==> src/rtl/slbs_pkg.sv <==
package slbs_pkg;

	localparam int TICK_W  = 16;
	localparam int HALF_W  = 16;
	localparam int BLINK_W = 4;
	localparam int CMP_W   = (TICK_W > HALF_W) ? TICK_W : HALF_W;
	localparam int CFG_W   = 16;

	localparam logic [TICK_W-1:0]  TICK_MAX  = '1;
	localparam logic [BLINK_W-1:0] BLINK_MAX = '1;

	// mode codes as seen on the ports
	localparam logic [2:0] MODE_IDLE    = 3'd0;
	localparam logic [2:0] MODE_SYNC    = 3'd1;
	localparam logic [2:0] MODE_UNCONF  = 3'd2;
	localparam logic [2:0] MODE_SUCCESS = 3'd3;
	localparam logic [2:0] MODE_ERROR   = 3'd4;
	localparam logic [2:0] MODE_CONFIG  = 3'd5;

	// register indexes on the config port
	localparam logic [2:0] REG_LED_ENABLED    = 3'd0;
	localparam logic [2:0] REG_BRIGHTNESS     = 3'd1;
	localparam logic [2:0] REG_SYNC_HALF      = 3'd2;
	localparam logic [2:0] REG_SUCCESS_HALF   = 3'd3;
	localparam logic [2:0] REG_ERROR_HALF     = 3'd4;
	localparam logic [2:0] REG_CONFIG_HALF    = 3'd5;
	localparam logic [2:0] REG_SUCCESS_BLINKS = 3'd6;
	localparam logic [2:0] REG_ERROR_BLINKS   = 3'd7;

	localparam logic [23:0] RGB_OFF    = 24'h000000;
	localparam logic [23:0] RGB_ORANGE = 24'hFF8000;
	localparam logic [23:0] RGB_YELLOW = 24'hFFFF00;
	localparam logic [23:0] RGB_GREEN  = 24'h00FF00;
	localparam logic [23:0] RGB_RED    = 24'hFF0000;
	localparam logic [23:0] RGB_WHITE  = 24'hFFFFFF;

	typedef enum logic [5:0] {
		ST_IDLE    = 6'b000001,
		ST_SYNC    = 6'b000010,
		ST_UNCONF  = 6'b000100,
		ST_SUCCESS = 6'b001000,
		ST_ERROR   = 6'b010000,
		ST_CONFIG  = 6'b100000
	} mode_t;

	typedef struct packed {
		logic       action;
		logic [2:0] requested_mode;
	} req_t;

	typedef struct packed {
		logic [7:0] red;
		logic [7:0] green;
		logic [7:0] blue;
		logic       color_written;
		logic [2:0] current_mode;
	} rsp_t;

	typedef struct packed {
		logic               led_enabled;
		logic [7:0]         brightness;
		logic [HALF_W-1:0]  sync_half_period;
		logic [HALF_W-1:0]  success_half_period;
		logic [HALF_W-1:0]  error_half_period;
		logic [HALF_W-1:0]  config_half_period;
		logic [BLINK_W-1:0] success_blinks;
		logic [BLINK_W-1:0] error_blinks;
	} cfg_t;

	function automatic logic [2:0] mode_code(input mode_t m);
		logic [2:0] c;
		unique case (m)
			ST_SYNC:    c = MODE_SYNC;
			ST_UNCONF:  c = MODE_UNCONF;
			ST_SUCCESS: c = MODE_SUCCESS;
			ST_ERROR:   c = MODE_ERROR;
			ST_CONFIG:  c = MODE_CONFIG;
			default:    c = MODE_IDLE;
		endcase
		return c;
	endfunction

	// codes above config map to idle; callers filter them first
	function automatic mode_t mode_decode(input logic [2:0] c);
		mode_t m;
		unique case (c)
			MODE_SYNC:    m = ST_SYNC;
			MODE_UNCONF:  m = ST_UNCONF;
			MODE_SUCCESS: m = ST_SUCCESS;
			MODE_ERROR:   m = ST_ERROR;
			MODE_CONFIG:  m = ST_CONFIG;
			default:      m = ST_IDLE;
		endcase
		return m;
	endfunction

	function automatic logic [23:0] mode_rgb(input mode_t m);
		logic [23:0] rgb;
		unique case (m)
			ST_SYNC:    rgb = RGB_ORANGE;
			ST_UNCONF:  rgb = RGB_YELLOW;
			ST_SUCCESS: rgb = RGB_GREEN;
			ST_ERROR:   rgb = RGB_RED;
			ST_CONFIG:  rgb = RGB_WHITE;
			default:    rgb = RGB_OFF;
		endcase
		return rgb;
	endfunction

	// c*b/255 rounded down: prod>>8 is low by at most one, fixed by the remainder
	function automatic logic [7:0] scale_ch(input logic [7:0] c, input logic [7:0] b);
		logic [15:0] prod;
		logic [7:0]  q;
		logic [15:0] r;
		prod = {8'd0, c} * {8'd0, b};
		q    = prod[15:8];
		r    = prod - ({8'd0, q} * 16'd255);
		if (r >= 16'd255) begin
			q = q + 8'd1;
		end
		return q;
	endfunction

	function automatic logic [23:0] scale_rgb(input logic [23:0] rgb, input logic [7:0] b);
		return {scale_ch(rgb[23:16], b), scale_ch(rgb[15:8], b), scale_ch(rgb[7:0], b)};
	endfunction

endpackage

==> src/rtl/slbs_core.sv <==
module slbs_core (
	input  logic           clk,
	input  logic           arst_n,
	input  logic           fire,
	input  slbs_pkg::req_t req,
	input  slbs_pkg::cfg_t cfg,
	output slbs_pkg::rsp_t rsp
);

	slbs_pkg::mode_t                   mode_q, mode_n, req_mode;
	logic [slbs_pkg::TICK_W-1:0]       elapsed_q, elapsed_n, inc_cnt;
	logic                              phase_q, phase_n;
	logic [slbs_pkg::BLINK_W-1:0]      opc_q, opc_n, limit;
	logic [23:0]                       color_q, color_n;
	logic [slbs_pkg::HALF_W-1:0]       half;
	logic                              counted, blinking, written;

	assign req_mode = slbs_pkg::mode_decode(req.requested_mode);
	assign inc_cnt  = (elapsed_q == slbs_pkg::TICK_MAX) ? elapsed_q : elapsed_q + 1'b1;

	always_comb begin
		mode_n    = mode_q;
		elapsed_n = elapsed_q;
		phase_n   = phase_q;
		opc_n     = opc_q;
		color_n   = color_q;
		written   = 1'b0;
		half      = '0;
		limit     = '0;
		counted   = 1'b0;
		blinking  = 1'b0;

		unique case (mode_q)
			slbs_pkg::ST_SYNC: begin
				blinking = 1'b1;
				half     = cfg.sync_half_period;
			end
			slbs_pkg::ST_SUCCESS: begin
				blinking = 1'b1;
				counted  = 1'b1;
				half     = cfg.success_half_period;
				limit    = cfg.success_blinks;
			end
			slbs_pkg::ST_ERROR: begin
				blinking = 1'b1;
				counted  = 1'b1;
				half     = cfg.error_half_period;
				limit    = cfg.error_blinks;
			end
			slbs_pkg::ST_CONFIG: begin
				blinking = 1'b1;
				half     = cfg.config_half_period;
			end
			default: ;
		endcase

		if (req.action) begin
			// unknown codes and the mode already running are ignored
			if (req.requested_mode <= slbs_pkg::MODE_CONFIG && req_mode != mode_q) begin
				mode_n    = req_mode;
				elapsed_n = '0;
				opc_n     = '0;
				phase_n   = 1'b1;
				if (cfg.led_enabled) begin
					color_n = slbs_pkg::scale_rgb(slbs_pkg::mode_rgb(req_mode), cfg.brightness);
					written = 1'b1;
				end
			end
		end else if (cfg.led_enabled && blinking) begin
			if (slbs_pkg::CMP_W'(inc_cnt) >= slbs_pkg::CMP_W'(half)) begin
				phase_n   = ~phase_q;
				elapsed_n = '0;
				written   = 1'b1;
				if (phase_n) begin
					color_n = slbs_pkg::scale_rgb(slbs_pkg::mode_rgb(mode_q), cfg.brightness);
				end else begin
					color_n = slbs_pkg::RGB_OFF;
					if (counted && opc_q != slbs_pkg::BLINK_MAX) begin
						opc_n = opc_q + 1'b1;
					end
				end
				// blink budget spent: drop back to idle, LED off
				if (counted && opc_n >= limit) begin
					mode_n  = slbs_pkg::ST_IDLE;
					opc_n   = '0;
					phase_n = 1'b1;
					color_n = slbs_pkg::RGB_OFF;
				end
			end else begin
				elapsed_n = inc_cnt;
			end
		end
	end

	always_ff @(posedge clk or negedge arst_n) begin
		if (!arst_n) begin
			mode_q    <= slbs_pkg::ST_IDLE;
			elapsed_q <= '0;
			phase_q   <= 1'b0;
			opc_q     <= '0;
			color_q   <= '0;
		end else if (fire) begin
			mode_q    <= mode_n;
			elapsed_q <= elapsed_n;
			phase_q   <= phase_n;
			opc_q     <= opc_n;
			color_q   <= color_n;
		end
	end

	always_comb begin
		rsp.red           = color_n[23:16];
		rsp.green         = color_n[15:8];
		rsp.blue          = color_n[7:0];
		rsp.color_written = written;
		rsp.current_mode  = slbs_pkg::mode_code(mode_n);
	end

endmodule

==> src/rtl/status_led_blink_sequencer.sv <==
// Status LED sequencer for one RGB pixel.
// Request channel (req_valid / req_stall / req): each word is either a
// one-millisecond tick (action = 0) or a mode request (action = 1).
// Response channel (rsp_valid / rsp_stall / rsp): exactly one word per
// request word, in order, carrying the pixel colour, a flag telling whether
// that word wrote a new colour, and the mode after it.
// Config channel (cfg_valid / cfg_ready / cfg_index / cfg_data): ready is
// always high; write registers only while no word is in flight.
// An accepted word is registered in the input register, processed by the
// core update step and registered in the response register, which drives
// rsp. Throughput is one word per cycle while rsp_stall is low; the single
// update step between the input and response registers sets that rate.
// When rsp_stall is high while a response is valid, the response register
// holds; if the input register is empty, one more word is taken into it,
// then req_stall rises until the response is taken.
// Reset clears both pipeline stages, returns to idle with the LED off and
// loads the config registers with their defaults (disabled, brightness 30).
module status_led_blink_sequencer (
	input  logic                       clk,
	input  logic                       arst_n,
	input  logic                       req_valid,
	output logic                       req_stall,
	input  slbs_pkg::req_t             req,
	output logic                       rsp_valid,
	input  logic                       rsp_stall,
	output slbs_pkg::rsp_t             rsp,
	input  logic                       cfg_valid,
	output logic                       cfg_ready,
	input  logic [2:0]                 cfg_index,
	input  logic [slbs_pkg::CFG_W-1:0] cfg_data
);

	slbs_pkg::cfg_t cfg_q;
	slbs_pkg::req_t req_s1;
	logic           valid_s1;
	slbs_pkg::rsp_t rsp_s2, core_rsp;
	logic           rsp_valid_s2;
	logic           out_free, adv;

	assign cfg_ready = 1'b1;

	always_ff @(posedge clk or negedge arst_n) begin
		if (!arst_n) begin
			cfg_q.led_enabled         <= 1'b0;
			cfg_q.brightness          <= 8'd30;
			cfg_q.sync_half_period    <= slbs_pkg::HALF_W'(500);
			cfg_q.success_half_period <= slbs_pkg::HALF_W'(500);
			cfg_q.error_half_period   <= slbs_pkg::HALF_W'(300);
			cfg_q.config_half_period  <= slbs_pkg::HALF_W'(200);
			cfg_q.success_blinks      <= slbs_pkg::BLINK_W'(2);
			cfg_q.error_blinks        <= slbs_pkg::BLINK_W'(3);
		end else if (cfg_valid && cfg_ready) begin
			unique case (cfg_index)
				slbs_pkg::REG_LED_ENABLED:    cfg_q.led_enabled <= cfg_data[0];
				slbs_pkg::REG_BRIGHTNESS:     cfg_q.brightness <= cfg_data[7:0];
				slbs_pkg::REG_SYNC_HALF:      cfg_q.sync_half_period <= cfg_data;
				slbs_pkg::REG_SUCCESS_HALF:   cfg_q.success_half_period <= cfg_data;
				slbs_pkg::REG_ERROR_HALF:     cfg_q.error_half_period <= cfg_data;
				slbs_pkg::REG_CONFIG_HALF:    cfg_q.config_half_period <= cfg_data;
				slbs_pkg::REG_SUCCESS_BLINKS: begin
					cfg_q.success_blinks <= cfg_data[slbs_pkg::BLINK_W-1:0];
				end
				slbs_pkg::REG_ERROR_BLINKS: begin
					cfg_q.error_blinks <= cfg_data[slbs_pkg::BLINK_W-1:0];
				end
			endcase
		end
	end

	// response register empty or being drained this cycle
	assign out_free  = !rsp_valid_s2 || !rsp_stall;
	assign adv       = valid_s1 && out_free;
	assign req_stall = valid_s1 && !out_free;

	always_ff @(posedge clk or negedge arst_n) begin
		if (!arst_n) begin
			valid_s1 <= 1'b0;
		end else if (!req_stall) begin
			valid_s1 <= req_valid;
		end
	end

	always_ff @(posedge clk) begin
		if (!req_stall && req_valid) begin
			req_s1 <= req;
		end
	end

	slbs_core u_core (
		.clk    (clk),
		.arst_n (arst_n),
		.fire   (adv),
		.req    (req_s1),
		.cfg    (cfg_q),
		.rsp    (core_rsp)
	);

	always_ff @(posedge clk or negedge arst_n) begin
		if (!arst_n) begin
			rsp_valid_s2 <= 1'b0;
		end else if (out_free) begin
			rsp_valid_s2 <= adv;
		end
	end

	always_ff @(posedge clk) begin
		if (adv) begin
			rsp_s2 <= core_rsp;
		end
	end

	assign rsp_valid = rsp_valid_s2;
	assign rsp       = rsp_s2;

endmodule

==> config.mk <==
export PLATFORM = sky130hd
export DESIGN_NAME = status_led_blink_sequencer
export DESIGN_NICKNAME = d
export VERILOG_FILES = /design/src/rtl/slbs_pkg.sv /design/src/rtl/slbs_core.sv /design/src/rtl/status_led_blink_sequencer.sv
export SDC_FILE = /design/constraint.sdc
export NUM_CORES = 1
export LEC_CHECK = 0
export BUFFER_PORTS_ARGS = -buffer_cell sky130_fd_sc_hd__buf_2
export CORE_MARGIN = 8
export CORE_UTILIZATION = 40
export CTS_CLUSTER_SIZE = 40
export DETAILED_ROUTE_END_ITERATION = 16
export PLACE_DENSITY_LB_ADDON = 0.12
export SETUP_SLACK_MARGIN = 0.2
export SYNTH_ARGS = -nofsm -noshare
export SYNTH_HDL_FRONTEND = slang
export SYNTH_SLANG_ARGS = --single-unit
==> constraint.sdc <==
create_clock -name clk -period 28.5 [get_ports clk]
set_clock_uncertainty 0.1 [all_clocks]
set_input_delay 2.85 -clock clk [delete_from_list [all_inputs] [get_ports clk]]
set_output_delay 2.85 -clock clk [all_outputs]
set_load 0.02 [all_outputs]
==> reports/metrics.csv <==
stage;metric;value;unit
timing;timing.slew.headroom;22.8;%
timing;worst_pin_slew;1.15;ns
critical_path;reg2reg_from;req_s1[1];
critical_path;crit_slowest_cell;fa_1;
critical_path;path_buf_inv;7;
yosys;synth.largest_area_cell;fa_1;
placement;dp_hpwl;61.7;mm
yosys;ys_top_cells_by_area;fa_1 22%, ha_1 20%, inv_1 8.7%, dfrtp_1 8.5%, xnor2_1 3.6%;
cells_and_area;area_delta_synth_final;7.14;%
floorplanning;fp.dieW;296;um
drt;drt_iter0_drc;1132;
timing;post-route-period-util;41.6;%
global_route;grt_overflow;0;
yosys;synthCells;3442;
cts;cts_hold_buffers;0;
cts;cts_root_buf;clkbuf_16;
cts;cts_tree;yes;
yosys;synth_area_per_cell;9.11;um2
yosys;async_flop_share;80.7;%
placement;gp_congestion;0.829;
hold_path;hold_class;reg -> reg;
drt;drc;0;
yosys;ys_warn_count;0;
drt;viasPerCell;5.05;
global_route;first_global_vias;23700;
critical_path;criticalPathCategory;reg -> reg;
run;drv_cap;0;
critical_path;critPathMaxStageDelay;0.61;ns
cts;clkSlewWorstSetupHoldPaths;0.07;ns
timing;hold_viol_final;0;
yosys;synth_most_common_cell;inv_1;
global_route;antenna_found_initial;2;
critical_path;critPathArrivalTime;11.95;ns
critical_path;cp_common_cell;inv_1;
cts;htreeDepth;4;
critical_path;crit_required;28.59;ns
cts;clkLatencyLatePin;0.46;ns
timing;finalSetupViolCount;0;
cts;cts_made_buffers;17;
timing;setup-tns-final;0;ns
drt;wirelength;73.3;mm
timing;period_needed;11.85;ns
cts;clock-sinks;166;
floorplanning;die_area;0.0876;mm2
drt;firstDrtPassIters;5;
yosys;synth_commonest_cells;730 x inv_1, 501 x ha_1, 343 x fa_1;
timing;rsz0062_at_grt;false;
timing;setup_slack;16.65;ns
cts;ctsResizeCount;0;
yosys;synth_fp_nets;4314;
yosys;synth_edf_count;32;
cells_and_area;layout.nets;4356;
yosys;yosysSeqAreaShare;13.9;%
cells_and_area;n_fill_cell;7814;
critical_path;startpoint_type;register;
yosys;synth_flop_cell;dfrtp_1;
critical_path;startpoint;req_s1[1];
cells_and_area;drive_above_1_share;8.78;%
timing;drv_slew;0;
yosys;synth-seq-cells;166;
yosys;yosys.cell_types.count;101;
drt;drtAntennaViolNets;0;
placement;place_ws;16.63;ns
placement;io_buffers;57;
timing;max_freq;84.4;MHz
hold_path;hp-start;u_core.color_q[4];
yosys;synth_top_area_share;21.9;%
outcome;outcome;complete, no violations;
global_route;grt_pass1_wl;123;mm
floorplanning;ioPinCount;59;
drt;wire_per_inst;16.2;um
critical_path;critical-path-top-delay-family;adder cells;
critical_path;cp_max_fo;13;
drt;route.vias.total;22900;
cells_and_area;diodes;0;
cts;post_cts_buffers;0;
floorplanning;chipHeight;296;um
floorplanning;start_util;40.4;%
cts;clockBufferDepth;2;
floorplanning;rows;102;
yosys;mappedNetlistArea;0.0314;mm2
global_route;grt_max_degree;74;
floorplanning;core;0.0776;mm2
critical_path;crit_path_end_kind;register;
global_route;grt_usage;17.0;%
-- worst min-delay path, cell delays in order (launching register included) --
cell,delay [ns]
dfrtp_1,0.34
nand2_1,0.05
o21ai_0,0.06
-- routing by layer --
layer	global-route usage, %	vias to the layer above	routed length (um)	part of all wire, %
met5	0	-	0	0
met2	28.5	225	34100	47
met1	24.4	11100	36700	50
met3	1.90	31	2030	2.8
met4	2.00	0	490	0.67
li1	-	11600	-	-
-- cells in the final DEF, fill, tap and decap left out, types with 28 or more instances in the layout --
cell type and instances:
a21o_1 50, buf_2 56, nand2_1 182, o21a_1 28, a21oi_1 161, nor2_1 131, nor3_1 45, nand3_1 52
and2_1 58, fa_1 343, nand2b_1 33, edfxtp_1 32, nand4_1 28, xor2_1 73, ha_1 501, o21ai_0 127
mux2_2 99, xnor2_1 129, buf_4 33, inv_1 730, dfrtp_1 107
-- registers in the layout (all words and copies together), names as in the netlist --
| signal | flops |
|---|---|
| rsp_valid | 1 |
| cfg_q | 81 |
| valid_s1 | 1 |
| u_core.elapsed_q | 16 |
| rsp | 28 |
| u_core.opc_q | 4 |
| req_s1 | 4 |
| u_core.mode_q | 6 |
| u_core.phase_q | 1 |
| u_core.color_q | 24 |
-- cell families (layout without fill, tap and decap cells) --
group | count (synthesis) | after routing | synth area share, %
adder cells (fa/ha/maj) | 845 | 845 | 41.9
AO/OA/AOI/OAI | 642 | 642 | 13.7
other | 1 | 1 | 0.0120
multiplexers | 119 | 119 | 4.21
XOR/XNOR | 204 | 204 | 5.74
flip-flops | 166 | 166 | 13.9
AND/OR/NAND/NOR | 664 | 664 | 10.9
buffers and inverters | 801 | 856 | 9.64
-- cell type report --
type | instances | area [um2] | share of cell area, %
clock buffer | 17 | 425 | 1.27
clock inverter | 15 | 203 | 0.603
inverter | 734 | 2760 | 8.20
multi-input combinational | 2475 | 24000 | 71.5
sequential | 166 | 4350 | 12.9
tap | 1040 | 1300 | 3.87
timing repair buffer | 90 | 539 | 1.60
-- path summary, 6_finish.rpt --
kind / end / slack [ns] / depth (start not counted)
setup / recovery: rsp[6] / 16.65 / 38
hold / removal: u_core.color_q[4] / 0.39 / 2
setup reg to reg: rsp[6] / 16.65 / 38
hold reg to reg: u_core.color_q[4] / 0.39 / 2
max in group asynchronous: u_core.elapsed_q[7] / 24.66 / 2
min in group asynchronous: cfg_q[53] / 2.32 / 1
-- stage by stage --
| step | utilization, % | std cells | instance area, um2 | hold slack, ns |
|---|---|---|---|---|
| final | 43.3 | 4537 | 33600 | 0.389 |
| after global routing | 43.3 | 4537 | 33600 | 0.421 |
| after CTS | 43.3 | 4537 | 33600 | 0.391 |
| after detailed placement | 42.5 | 4505 | 33000 | 0.375 |
| after global placement | 42.5 | 4505 | 33000 | 0.366 |
| after floorplan | - | 3442 | 31400 | 0.349 |
Power is left out: the tool's default activity adds up to more than one toggle a clock period on the data nets, which glitch-free logic cannot reach.
